### src/hw/rtl/uartrx_pkg.sv
// Shared types and constants for the UART receiver with receive FIFO.
// Used by every module of the block except uartrx_queue; depends on nothing else.
package uartrx_pkg;

  // Configuration port.
  localparam int unsigned CFG_IDX_W  = 2;
  localparam int unsigned CFG_DATA_W = 8;

  localparam logic [CFG_IDX_W-1:0] REG_PERIOD_TOP     = 2'd0;
  localparam logic [CFG_IDX_W-1:0] REG_SAMPLE_COMPARE = 2'd1;

  localparam logic [7:0] PERIOD_TOP_RST     = 8'd207;
  localparam logic [7:0] SAMPLE_COMPARE_RST = 8'd103;

  // Bit phase loaded when a frame starts; counts down once per sample.
  localparam logic [3:0] START_PHASE = 4'd10;

  // Receive FIFO depth default and internal queue sizes.
  localparam int unsigned FIFO_DEPTH_DEF = 128;
  localparam int unsigned CMD_DEPTH      = 2;
  localparam int unsigned RES_DEPTH      = 4;
  localparam int unsigned RES_CNT_W      = $clog2(RES_DEPTH + 1);

  // Receive event codes.
  typedef enum logic [2:0] {
    EV_NONE        = 3'd0,
    EV_STORED      = 3'd1,
    EV_DROPPED     = 3'd2,
    EV_FRAMING     = 3'd3,
    EV_FALSE_START = 3'd4
  } rx_event_e;

  // One input item: one prescaled tick.
  typedef struct packed {
    logic rxd;
    logic read_request;
  } in_item_t;

  // One result item.
  typedef struct packed {
    logic       read_valid;
    logic [7:0] read_data;
    logic [2:0] rx_event;
    logic       busy_res;
  } out_item_t;

  // Command from the line receiver to the FIFO side.
  typedef struct packed {
    logic       read_request;
    logic       store;
    logic [7:0] data;
    rx_event_e  rx_event;
    logic       busy;
  } cmd_t;

endpackage

### src/hw/rtl/uartrx_queue.sv
// Small first-in first-out queue built from registers.
// Generic; used for the command queue and the result queue of the receiver.
module uartrx_queue #(
  parameter int unsigned DEPTH = 2,
  parameter int unsigned WIDTH = 8
) (
  input  logic                       clk_i,
  input  logic                       rst_ni,
  input  logic                       push_i,
  input  logic [WIDTH-1:0]           data_i,
  output logic                       full_o,
  input  logic                       pop_i,
  output logic [WIDTH-1:0]           data_o,
  output logic                       empty_o,
  output logic [$clog2(DEPTH+1)-1:0] count_o
);

  localparam int unsigned PTR_W = (DEPTH > 1) ? $clog2(DEPTH) : 1;
  localparam int unsigned CNT_W = $clog2(DEPTH + 1);
  localparam logic [PTR_W-1:0] LAST_PTR = PTR_W'(DEPTH - 1);

  logic [WIDTH-1:0] slot_q [DEPTH];
  logic [PTR_W-1:0] wr_ptr_q, rd_ptr_q;
  logic [CNT_W-1:0] count_q;
  logic             do_push, do_pop;

  assign full_o  = (count_q == CNT_W'(DEPTH));
  assign empty_o = (count_q == '0);
  assign count_o = count_q;
  assign data_o  = slot_q[rd_ptr_q];

  assign do_push = push_i && !full_o;
  assign do_pop  = pop_i && !empty_o;

  // Pointers and fill count.
  always_ff @(posedge clk_i or negedge rst_ni) begin
    if (!rst_ni) begin
      wr_ptr_q <= '0;
      rd_ptr_q <= '0;
      count_q  <= '0;
    end else begin
      if (do_push) begin
        wr_ptr_q <= (wr_ptr_q == LAST_PTR) ? '0 : wr_ptr_q + 1'b1;
      end
      if (do_pop) begin
        rd_ptr_q <= (rd_ptr_q == LAST_PTR) ? '0 : rd_ptr_q + 1'b1;
      end
      if (do_push && !do_pop) begin
        count_q <= count_q + 1'b1;
      end else if (do_pop && !do_push) begin
        count_q <= count_q - 1'b1;
      end
    end
  end

  // Payload slots need no reset.
  always_ff @(posedge clk_i) begin
    if (do_push) begin
      slot_q[wr_ptr_q] <= data_i;
    end
  end

endmodule

### src/hw/rtl/uartrx_front.sv
// Line receiver: bit timing, start/stop checks and data shifting.
// Holds the configuration registers; uses uartrx_pkg.
module uartrx_front (
  input  logic                              clk_i,
  input  logic                              rst_ni,
  input  logic                              cfg_we_i,
  input  logic [uartrx_pkg::CFG_IDX_W-1:0]  cfg_idx_i,
  input  logic [uartrx_pkg::CFG_DATA_W-1:0] cfg_wdata_i,
  input  logic                              accept_i,
  input  uartrx_pkg::in_item_t              item_i,
  output uartrx_pkg::cmd_t                  cmd_o
);

  import uartrx_pkg::*;

  logic [7:0] period_top_q, sample_compare_q;
  logic       receiving_q, receiving_d;
  logic       prev_line_q;
  logic [7:0] tick_q, tick_d, tick_next;
  logic [3:0] phase_q, phase_d, phase_dec;
  logic [7:0] shift_q, shift_d;
  cmd_t       cmd;

  // Configuration registers.
  always_ff @(posedge clk_i or negedge rst_ni) begin
    if (!rst_ni) begin
      period_top_q     <= PERIOD_TOP_RST;
      sample_compare_q <= SAMPLE_COMPARE_RST;
    end else if (cfg_we_i) begin
      unique case (cfg_idx_i)
        REG_PERIOD_TOP:     period_top_q     <= cfg_wdata_i;
        REG_SAMPLE_COMPARE: sample_compare_q <= cfg_wdata_i;
        default: ;
      endcase
    end
  end

  assign tick_next = (tick_q == period_top_q) ? '0 : tick_q + 1'b1;
  assign phase_dec = phase_q - 1'b1;

  // Frame sequencing for one tick.
  always_comb begin
    receiving_d      = receiving_q;
    tick_d           = tick_q;
    phase_d          = phase_q;
    shift_d          = shift_q;
    cmd              = '0;
    cmd.read_request = item_i.read_request;
    cmd.rx_event     = EV_NONE;
    cmd.data         = shift_q;
    if (!receiving_q) begin
      if (prev_line_q && !item_i.rxd) begin
        receiving_d = 1'b1;
        tick_d      = '0;
        phase_d     = START_PHASE;
      end
    end else begin
      tick_d = tick_next;
      if (tick_next == sample_compare_q) begin
        phase_d = phase_dec;
        if (phase_dec == START_PHASE - 4'd1) begin
          if (item_i.rxd) begin
            receiving_d  = 1'b0;
            cmd.rx_event = EV_FALSE_START;
          end
        end else if (phase_dec == 4'd0) begin
          receiving_d = 1'b0;
          if (!item_i.rxd) begin
            cmd.rx_event = EV_FRAMING;
          end else begin
            cmd.store = 1'b1;
          end
        end else begin
          shift_d = {item_i.rxd, shift_q[7:1]};
        end
      end
    end
    cmd.busy = receiving_d;
  end

  assign cmd_o = cmd;

  // Receiver state, advanced on each accepted tick.
  always_ff @(posedge clk_i or negedge rst_ni) begin
    if (!rst_ni) begin
      receiving_q <= 1'b0;
      prev_line_q <= 1'b1;
      tick_q      <= '0;
      phase_q     <= '0;
      shift_q     <= '0;
    end else if (accept_i) begin
      receiving_q <= receiving_d;
      prev_line_q <= item_i.rxd;
      tick_q      <= tick_d;
      phase_q     <= phase_d;
      shift_q     <= shift_d;
    end
  end

endmodule

### src/hw/rtl/uartrx_back.sv
// Receive FIFO side: ring buffer memory, read and store of each command.
// Uses uartrx_pkg; feeds the result queue of the top level.
module uartrx_back #(
  parameter int unsigned FIFO_DEPTH = uartrx_pkg::FIFO_DEPTH_DEF
) (
  input  logic                             clk_i,
  input  logic                             rst_ni,
  input  uartrx_pkg::cmd_t                 cmd_i,
  input  logic                             cmd_valid_i,
  output logic                             cmd_pop_o,
  input  logic [uartrx_pkg::RES_CNT_W-1:0] res_count_i,
  output logic                             res_push_o,
  output uartrx_pkg::out_item_t            res_o
);

  import uartrx_pkg::*;

  localparam int unsigned IDX_W = $clog2(FIFO_DEPTH);
  localparam logic [IDX_W-1:0] LAST_IDX = IDX_W'(FIFO_DEPTH - 1);

  typedef struct packed {
    logic       read_valid;
    logic [2:0] rx_event;
    logic       busy;
  } meta_t;

  logic [7:0]       fifo_mem [FIFO_DEPTH];
  logic [IDX_W-1:0] wr_idx_q, wr_idx_d, rd_idx_q, rd_idx_d, rd_nxt;
  logic             rd_ok, wr_ok, issue;
  logic [RES_CNT_W:0] occupancy;
  logic [7:0]       rdata_q;
  logic             s1_valid_q;
  meta_t            s1_meta_q, meta;

  // Issue only while the result queue has room for everything in flight.
  assign occupancy = {1'b0, res_count_i} + {{RES_CNT_W{1'b0}}, s1_valid_q};
  assign issue     = cmd_valid_i && (occupancy < (RES_CNT_W + 1)'(RES_DEPTH));
  assign cmd_pop_o = issue;

  // Read comes before the store of the same tick.
  always_comb begin
    rd_nxt   = (rd_idx_q == LAST_IDX) ? '0 : rd_idx_q + 1'b1;
    rd_ok    = cmd_i.read_request && (rd_nxt != wr_idx_q);
    rd_idx_d = rd_ok ? rd_nxt : rd_idx_q;
    wr_ok    = cmd_i.store && (wr_idx_q != rd_idx_d);
    wr_idx_d = wr_ok ? ((wr_idx_q == LAST_IDX) ? '0 : wr_idx_q + 1'b1) : wr_idx_q;
    meta.read_valid = rd_ok;
    meta.busy       = cmd_i.busy;
    if (cmd_i.store) begin
      meta.rx_event = wr_ok ? EV_STORED : EV_DROPPED;
    end else begin
      meta.rx_event = cmd_i.rx_event;
    end
  end

  // Ring indices and the output stage valid flag.
  always_ff @(posedge clk_i or negedge rst_ni) begin
    if (!rst_ni) begin
      wr_idx_q   <= IDX_W'(1);
      rd_idx_q   <= '0;
      s1_valid_q <= 1'b0;
    end else begin
      s1_valid_q <= issue;
      if (issue) begin
        wr_idx_q <= wr_idx_d;
        rd_idx_q <= rd_idx_d;
      end
    end
  end

  // Buffer memory: one write and one registered read per cycle.
  // The read slot never equals the write slot of the same command.
  always_ff @(posedge clk_i) begin
    if (issue && wr_ok) begin
      fifo_mem[wr_idx_q] <= cmd_i.data;
    end
    if (issue && rd_ok) begin
      rdata_q <= fifo_mem[rd_nxt];
    end
    if (issue) begin
      s1_meta_q <= meta;
    end
  end

  // Result assembly from the output stage.
  assign res_push_o        = s1_valid_q;
  assign res_o.read_valid  = s1_meta_q.read_valid;
  assign res_o.read_data   = s1_meta_q.read_valid ? rdata_q : '0;
  assign res_o.rx_event    = s1_meta_q.rx_event;
  assign res_o.busy_res    = s1_meta_q.busy;

endmodule

### src/hw/rtl/uart_receiver_with_fifo_unit.sv
// UART receiver (8 data bits, no parity, one stop bit) with receive FIFO.
// Top level; uses uartrx_pkg, uartrx_front, uartrx_queue and uartrx_back.
//
// Each transfer on the input side is one prescaled tick: the receive line level and a
// read request. Exactly one result follows each tick, in order, with the popped byte (if
// any), the receive event and the busy flag. One tick is accepted every clock cycle while full
// is low; each result passes the command queue, the registered read of the FIFO memory and the
// result queue on its way to the output. full stays low as long as results are popped.
// Configuration writes take effect on the next tick and are meant for idle periods.
// The FIFO memory is not cleared at reset and needs no start-up sweep.
module uart_receiver_with_fifo_unit #(
  parameter int unsigned FIFO_DEPTH = uartrx_pkg::FIFO_DEPTH_DEF
) (
  input  logic                              clk_i,
  input  logic                              rst_ni,
  input  logic                              cfg_we_i,
  input  logic [uartrx_pkg::CFG_IDX_W-1:0]  cfg_idx_i,
  input  logic [uartrx_pkg::CFG_DATA_W-1:0] cfg_wdata_i,
  input  logic                              push,
  output logic                              full,
  input  uartrx_pkg::in_item_t              in_item_i,
  output logic                              empty,
  input  logic                              pop,
  output uartrx_pkg::out_item_t             out_item_o
);

  import uartrx_pkg::*;

  logic                 accept;
  cmd_t                 front_cmd, back_cmd;
  logic                 cmd_empty, cmd_pop;
  logic [RES_CNT_W-1:0] res_count;
  logic                 res_push;
  out_item_t            back_res;

  assign accept = push && !full;

  // Line receiver.
  uartrx_front u_front (
    .clk_i       (clk_i),
    .rst_ni      (rst_ni),
    .cfg_we_i    (cfg_we_i),
    .cfg_idx_i   (cfg_idx_i),
    .cfg_wdata_i (cfg_wdata_i),
    .accept_i    (accept),
    .item_i      (in_item_i),
    .cmd_o       (front_cmd)
  );

  // Command queue between the receiver and the FIFO side.
  uartrx_queue #(
    .DEPTH (CMD_DEPTH),
    .WIDTH ($bits(cmd_t))
  ) u_cmd_queue (
    .clk_i   (clk_i),
    .rst_ni  (rst_ni),
    .push_i  (accept),
    .data_i  (front_cmd),
    .full_o  (full),
    .pop_i   (cmd_pop),
    .data_o  (back_cmd),
    .empty_o (cmd_empty),
    .count_o ()
  );

  // Receive FIFO.
  uartrx_back #(
    .FIFO_DEPTH (FIFO_DEPTH)
  ) u_back (
    .clk_i       (clk_i),
    .rst_ni      (rst_ni),
    .cmd_i       (back_cmd),
    .cmd_valid_i (!cmd_empty),
    .cmd_pop_o   (cmd_pop),
    .res_count_i (res_count),
    .res_push_o  (res_push),
    .res_o       (back_res)
  );

  // Result queue towards the consumer.
  uartrx_queue #(
    .DEPTH (RES_DEPTH),
    .WIDTH ($bits(out_item_t))
  ) u_res_queue (
    .clk_i   (clk_i),
    .rst_ni  (rst_ni),
    .push_i  (res_push),
    .data_i  (back_res),
    .full_o  (),
    .pop_i   (pop),
    .data_o  (out_item_o),
    .empty_o (empty),
    .count_o (res_count)
  );

endmodule

### config.mk
export PLATFORM = sky130hd
export DESIGN_NAME = uart_receiver_with_fifo_unit
export DESIGN_NICKNAME = d
export VERILOG_FILES = /design/src/hw/rtl/uartrx_pkg.sv /design/src/hw/rtl/uartrx_queue.sv /design/src/hw/rtl/uartrx_front.sv /design/src/hw/rtl/uartrx_back.sv /design/src/hw/rtl/uart_receiver_with_fifo_unit.sv
export SDC_FILE = /design/constraint.sdc
export NUM_CORES = 1
export LEC_CHECK = 0
export ABC_AREA = 1
export BUFFER_PORTS_ARGS = -buffer_cell sky130_fd_sc_hd__buf_2
export CAP_MARGIN = 20
export CORE_ASPECT_RATIO = 0.5
export CORE_UTILIZATION = 30
export DETAILED_ROUTE_END_ITERATION = 10
export GPL_ROUTABILITY_DRIVEN = 0
export PLACE_DENSITY = 0.47
export SLEW_MARGIN = 5
export SYNTH_ARGS = -nofsm -noshare
export SYNTH_HDL_FRONTEND = slang
export SYNTH_SLANG_ARGS = --single-unit
### constraint.sdc
create_clock -name clk_i -period 3.4 [get_ports clk_i]
set_input_delay 0.17 -clock clk_i [delete_from_list [all_inputs] [get_ports clk_i]]
set_output_delay 0.17 -clock clk_i [all_outputs]
set_load 0.03 [all_outputs]
# After elaboration in Yosys (flattened, before gate mapping)
# Memory sizes are Yosys's and may differ from the RTL's. A register that Yosys moved wholly into a read port is not among the register bits.
# Cells that the tools add are included.
[classes]
n_eq_ne = 13
add_sub_neg = 13
n_mul = 0
n_lt_le_gt_ge = 1
n_bitwise = 2
shift = 0
muxes = 43
n_reduce_logical = 37
div = 0
[ops]
columns = ["op", "n"]
rows = [
  ["8-bit 2-to-1 mux", 4],
  ["3-bit 2-to-1 mux", 8],
  ["7-bit 2-to-1 mux", 3],
  ["1-bit 2-to-1 mux", 19],
  ["8-bit equality test", 2],
  ["1-bit logical AND", 15],
  ["7-bit by 1-bit adder with 7-bit output (second input constant)", 2],
  ["7-bit equality test (second input constant)", 2],
  ["7-bit != test", 2],
  ["2-bit 2-to-1 mux", 6],
  ["4-bit 2-to-1 mux", 3],
  ["1-bit zero test", 9],
  ["8-bit by 1-bit adder with 8-bit output (second input constant)", 1],
  ["2-bit AND reduction", 4],
  ["2-bit by 1-bit adder with 2-bit output (second input constant)", 3],
  ["2-bit equality test (second input constant)", 3],
  ["2-bit nonzero test", 3],
  ["5-bit AND reduction", 1],
  ["3-bit by 1-bit adder with 4-bit output", 1],
  ["4-bit equality test (second input constant)", 1],
  ["2-bit zero test", 2],
  ["4-bit zero test", 1],
  ["4-bit by 3-bit less-than comparator with 1-bit output (second input constant)", 1],
  ["4-bit by 1-bit subtractor with 4-bit output (second input constant)", 1],
  ["10 further kinds", 12],
]
[totals]
ff_bits = 69
elab_cells = 131
mem_bits_ro = 0
memories = 3
in_bits = 17
mem_bits_rw = 1104
latchBits = 0
out_inout_bits = 15
[mem_list]
columns = ["name", "words", "word_bits", "rd", "rd_clocked_by_memory_dff", "wr", "line_no", "text"]
rows = [
  ["u_back.fifo_mem", 128, 8, 1, 1, 1, "uartrx_back.sv:27", "logic [7:0] fifo_mem [FIFO_DEPTH];"],
  ["u_res_queue.slot_q", 4, 13, 1, 0, 1, "uartrx_queue.sv:22", "logic [WIDTH-1:0] slot_q [DEPTH];"],
  ["u_cmd_queue.slot_q", 2, 14, 1, 0, 1, "uartrx_queue.sv:22", ""],
]

# Logic depth before layout (Yosys ltp)
[logic_depth]
depth_word = 10
depth_mapped = 18
mapped_depth_nobuf = 18

# Hierarchy
# From an unflattened synthesis, not the netlist that was laid out.
[unflattened]
hier_cells = 4855
hier_area_um2 = 51415.6
[by_module_without_submodules]
columns = ["mod", "seq_area_each_um2", "area_per_inst_um2", "cells_per_inst", "instances"]
rows = [
  ["uartrx_back", 31516.5, 45369.8, 4246, 1],
  ["uartrx_queue (u_res_queue)", 1736.7, 2613.8, 212, 1],
  ["uartrx_front", 965.9, 2162.1, 289, 1],
  ["uartrx_queue (u_cmd_queue)", 940.9, 1256.2, 105, 1],
  ["uart_receiver_with_fifo_unit", 0.0, 13.8, 3, 1],
]

# Least setup slack after synthesis
# OpenSTA, ideal clock, no wires.
[synth_timing]
kind = "register to register"
from = "register u_cmd_queue.rd_ptr_q"
to = "memory u_back.fifo_mem[0][0], data pin"
period_less_slack_ps = 2882
setup_slack_ps = 518
setup_time_ps = 511
required_time_ps = 2889
arrival_time_ps = 2371
n_path_buf = 1
stages_incl_launch_ff = 5
cell_sequence = "dfrtp_1 > inv_1 > clkbuf_1 > nand2_1 > nand2_1"
[synth_lines]
columns = ["element", "line_no", "text"]
rows = [
  ["from (decl)", "uartrx_queue.sv:23", "logic [PTR_W-1:0] wr_ptr_q, rd_ptr_q;"],
  ["from (signal assigned)", "uartrx_queue.sv:46", "rd_ptr_q <= (rd_ptr_q == LAST_PTR) ? '0 : rd_ptr_q + 1'b1;"],
  ["to (decl)", "uartrx_back.sv:27", ""],
]

# Final worst setup path
[layout_timing]
from = "register u_back.rd_idx_q[0]"
to = "register u_back.rdata_q[3], read port of u_back.fifo_mem, data pin"
[layout_between]
elab_chain_cells = 5
word_cells_on_any_way = 6
classes_between = "add/sub (1); eq/ne (2); mux (1); reduce/logical (2)"
[layout_rtl]
columns = ["element", "line_no", "text"]
rows = [
  ["from (decl)", "uartrx_back.sv:28", "logic [IDX_W-1:0] wr_idx_q, wr_idx_d, rd_idx_q, rd_idx_d, rd_nxt;"],
  ["from (signal assigned)", "uartrx_back.sv:66", "rd_idx_q <= rd_idx_d;"],
  ["7-bit by 1-bit adder with 7-bit output / 7-bit equality test (equally long branches)", "uartrx_back.sv:42", "rd_nxt = (rd_idx_q == LAST_IDX) ? '0 : rd_idx_q + 1'b1;"],
  ["7-bit 2-to-1 mux (*)", "uartrx_back.sv:42", ""],
  ["7-bit != test", "uartrx_back.sv:43", "rd_ok = cmd_i.read_request && (rd_nxt != wr_idx_q);"],
  ["1-bit logical AND", "uartrx_back.sv:43", ""],
  ["1-bit logical AND", "uartrx_back.sv:77", "if (issue && rd_ok) begin"],
  ["to (decl)", "uartrx_back.sv:31", "logic [7:0] rdata_q;"],
]
# Every way passes the cells marked *; elsewhere a longest branch is shown, timed or not.
# A chain may end at the register's enable or synchronous reset.

==> impl_metrics.yaml <==
setup_path:
  reg2reg_depth: 16
  start_kind: "flop"
  required_ns: 3.87
  r2r_slack_ns: 0.07
  crit_fanout: 46
  critPathCaptureType: "flop"
  r2r_start: "u_back.rd_idx_q[0]$_DFFE_PN0P_"
  arrival_ns: 3.80
  r2r_end: "u_back.rdata_q[3]$_DFFE_PP_"
  critical_path_class: "flop to flop"
synth:
  syn_area_um2: 51350
  ys_types: 37
  ys_seq_area_frac: 0.6835
  yosys_warnings: 0
  yosys.area.top_type_share: 0.6520
  synthTopCellsByArea: "edfxtp_1 65%, nand3_1 11%, nand2_1 11%"
  avgSynthCellArea_um2: 10.64
  syn_inst: 4828
  synth_most_common_cell: "nand2_1"
  synth-seq-cells: 1179
  synthTopCellsByCount: "1459 x nand2_1, 1115 x edfxtp_1, 1109 x nand3_1, 307 x inv_1, 205 x nor2_1"
  synth_edf_count: 1115
  yosysTopAreaCell: "edfxtp_1"
  synth_top_flop_cell: "edfxtp_1"
  async_flop_share: 0.05428
  syn_nets: 4859
cts:
  clk_pin_slew_ns: 0.07
  cts_buffer_depth: 3
  cts_sinks: 1179
  cts_inserted_buffers: 117
  htreeDepth: 3
  clock_latency_ns: 0.74
  cts_tree: "yes"
  root_buffer: "clkbuf_16"
final_layout:
  regArea_um2: 35100
  multiInputGateArea_um2: 13830
  fin_area_um2: 58550
  drive_gt1_frac: 0.07531
  diodes: 0
  finalNetCount: 4833
  fillers: 16741
  area_delta_synth_final_pct: 14.01
power_and_ir_drop:
  p_per_area_nw_per_um2: 906.7
  p_total_mw: 53.09
  vdd_drop_max_mv: 0.9214
  power_frac_comb: 0.400
  leakage_nw: 22.06
  p_switching_mw: 21.82
  clockPowerShare: 0.240
  seq_power_share: 0.359
  switching_share: 0.4111
  intPower_mw: 31.26
floorplan:
  die-height_um: 294.6
  die_w_um: 587.1
  fp.coreArea_um2: 168600
  rows: 106
  dieArea_um2: 172900
  initial_core_util: 0.3046
  pin_count: 32
placement:
  pre_cts_slack_ns: 0.009788
  dp_hpwl_mm: 88.48
  place_area_um2: 54580
  portBuffers: 31
sta:
  setup_viol: 0
  period_minus_slack_ns: 3.330
  tightest_slew_ns: 0.9723
  finalHoldViolations: 0
  fin_ws_ns: 0.07013
  fin_crit_sh: 0.9794
  fin_setup_tns_ns: 0
  relSlewSlack: 0.3518
  slew_viol_final: 0
  hold-worst-slack_ns: 0.05859
  rsz0062_at_grt: "no"
  max_freq_ghz: 0.3003
  skew_ns: 0.02772
route:
  vias_per_cell: 4.927
  postRouteWirelength_mm: 150.4
  drc: 0
  wire_per_inst_um: 20.98
  drt_iter0_drc: 3450
  first_pass_iters: 6
  detailroute.via_count: 35317
  antenna_left: 0
global_route:
  grt_usage: 0.1707
  grt_max_degree: 156
  grt_pass1_vias: 34247
  grt_pass1_wl_mm: 223.6
  grt-ovfl-total: 0
  antenna_found_initial: 2
run:
  maxCapViolations: 0
min_path:
  hold_path_end: "u_front.period_top_q[0]$_DFFE_PN1P_"
  hold_depth: 4
  hold_class: "primary input to flop"
  worstHoldStart: "cfg_idx_i[0]"
run_status:
  status: "finished clean"
-- critical path, cell delays in order (launching register included) --
cell and delay (ns):
dfrtp_1 0.40, ha_4 0.16, nand2_2 0.08, nor2_4 0.21, nand2_8 0.13, nand2_8 0.11
buf_16 0.30, buf_6 0.27, nand2_1 0.07, nand3_1 0.10, nand3_1 0.13, nand3_1 0.18
nand3_1 0.21, nand3_1 0.23, nand2_1 0.17, nand2_1 0.16, nand2_1 0.08
-- repair_timing --
item                                    CTS  global route
gates cloned                              0             2
endpoints found under the setup margin    1            22
setup buffers                             0             0
gates resized for setup                   1             6
hold endpoints to repair                 70             0
hold buffers                             18             0
-- state kept, by name, indices dropped and copies added (netlist names), 2 cells and up --
| signal | cells |
|---|---|
| u_back.res_o | 5 |
| u_front.tick_q | 8 |
| u_back.rdata_q | 8 |
| u_cmd_queue.slot_q | 26 |
| u_front.sample_compare_q | 8 |
| u_res_queue.rd_ptr_q | 2 |
| u_cmd_queue.count_o | 2 |
| u_back.fifo_mem | 1024 |
| u_front.phase_q | 4 |
| u_res_queue.count_o | 3 |
| u_front.shift_q | 8 |
| u_back.wr_idx_q | 7 |
| u_front.period_top_q | 8 |
| u_res_queue.wr_ptr_q | 2 |
| u_back.rd_idx_q | 7 |
| u_res_queue.slot_q | 52 |
-- routing by layer --
metal / up-vias / share of wire / global-route usage
met1: 17553 / 0.47 / 0.2512
met2: 1067 / 0.44 / 0.2653
li1: 16497 / - / -
met4: 0 / 0.022 / 0.04193
met5: - / 0 / 0
met3: 200 / 0.060 / 0.02241
-- power groups by stage --
stage / Combinational [mW] / Sequential [mW] / Clock, mW
CTS: 21.3 / 19.1 / 13.0
floorplan: 12.5 / 19.4 / 0
finish: 21.3 / 19.1 / 12.8
detailed placement: 21.2 / 19.4 / 0
global placement: 21.2 / 19.4 / 0
global route: 23.2 / 19.1 / 13.5
-- cell type report --
cell class / count / share of cell area
clock buffer: 138 / 0.05242
clock inverter: 79 / 0.01077
inverter: 310 / 0.02017
multi-input combinational: 3028 / 0.2362
sequential: 1179 / 0.5995
tap: 2268 / 0.04847
timing repair buffer: 166 / 0.03242
-- layout by cell type, fill, tap and decap left out, types with 8 or more instances in the layout --
| cell | synthesis | final |
|---|---|---|
| xor2_1 | 12 | 12 |
| dfstp_2 | 13 | 13 |
| clkinv_2 | 0 | 28 |
| buf_12 | 1 | 45 |
| o21ai_0 | 71 | 71 |
| nand2_4 | 2 | 8 |
| nor2_1 | 205 | 202 |
| bufinv_16 | 0 | 9 |
| clkinv_1 | 1 | 31 |
| nand3_1 | 1109 | 1108 |
| nand3b_1 | 74 | 74 |
| a21oi_1 | 8 | 8 |
| dlygate4sd3_1 | 0 | 18 |
| buf_4 | 1 | 66 |
| nand2_1 | 1459 | 1451 |
| nand4_4 | 8 | 8 |
| clkbuf_16 | 0 | 121 |
| buf_2 | 104 | 30 |
| dfrtp_1 | 51 | 51 |
| o22ai_1 | 20 | 20 |
| inv_1 | 307 | 304 |
| ha_1 | 13 | 12 |
| clkbuf_1 | 109 | 17 |
| xnor2_1 | 19 | 18 |
| edfxtp_1 | 1115 | 1115 |
-- worst max path at each step --
stage                                                 from                          endpoint  slack, ns  cells after the start
final                       u_back.rd_idx_q[0]$_DFFE_PN0P_       u_back.rdata_q[3]$_DFFE_PP_       0.07                     16
after global placement      u_back.rd_idx_q[4]$_DFFE_PN0P_  u_back.fifo_mem[12][4]$_DFFE_PP_      -0.07                     13
after floorplan           u_cmd_queue.rd_ptr_q$_DFFE_PN0P_   u_back.fifo_mem[0][0]$_DFFE_PP_       0.52                      4
after CTS                   u_back.rd_idx_q[4]$_DFFE_PN0P_  u_back.fifo_mem[12][3]$_DFFE_PP_       0.04                     13
after global routing        u_back.rd_idx_q[0]$_DFFE_PN0P_       u_back.rdata_q[3]$_DFFE_PP_      0.003                     16
after detailed placement    u_back.rd_idx_q[4]$_DFFE_PN0P_       u_back.rdata_q[3]$_DFFE_PP_       0.01                     15
-- cells by family (layout without fill, tap and decap cells) --
logic type,Yosys count,after routing,share of synthesized area
and+or+nand+nor,2874,2874,0.2465
xor gates and xnor gates,31,31,0.005287
AOI/OAI and AO/OA,109,109,0.01148
DFF,1179,1179,0.6835
adders and majority gates,14,14,0.003557
buffers and inverters,621,693,0.04966
-- through the flow --
| step | util | instances |
|---|---|---|
| after floorplan | - | 4828 |
| after global placement | 0.3238 | 6931 |
| after detailed placement | 0.3238 | 6931 |
| final | 0.3473 | 7168 |
| after CTS | 0.3468 | 7166 |
| after global routing | 0.3473 | 7168 |
No activity file was read; power rests on OpenSTA's default activity.
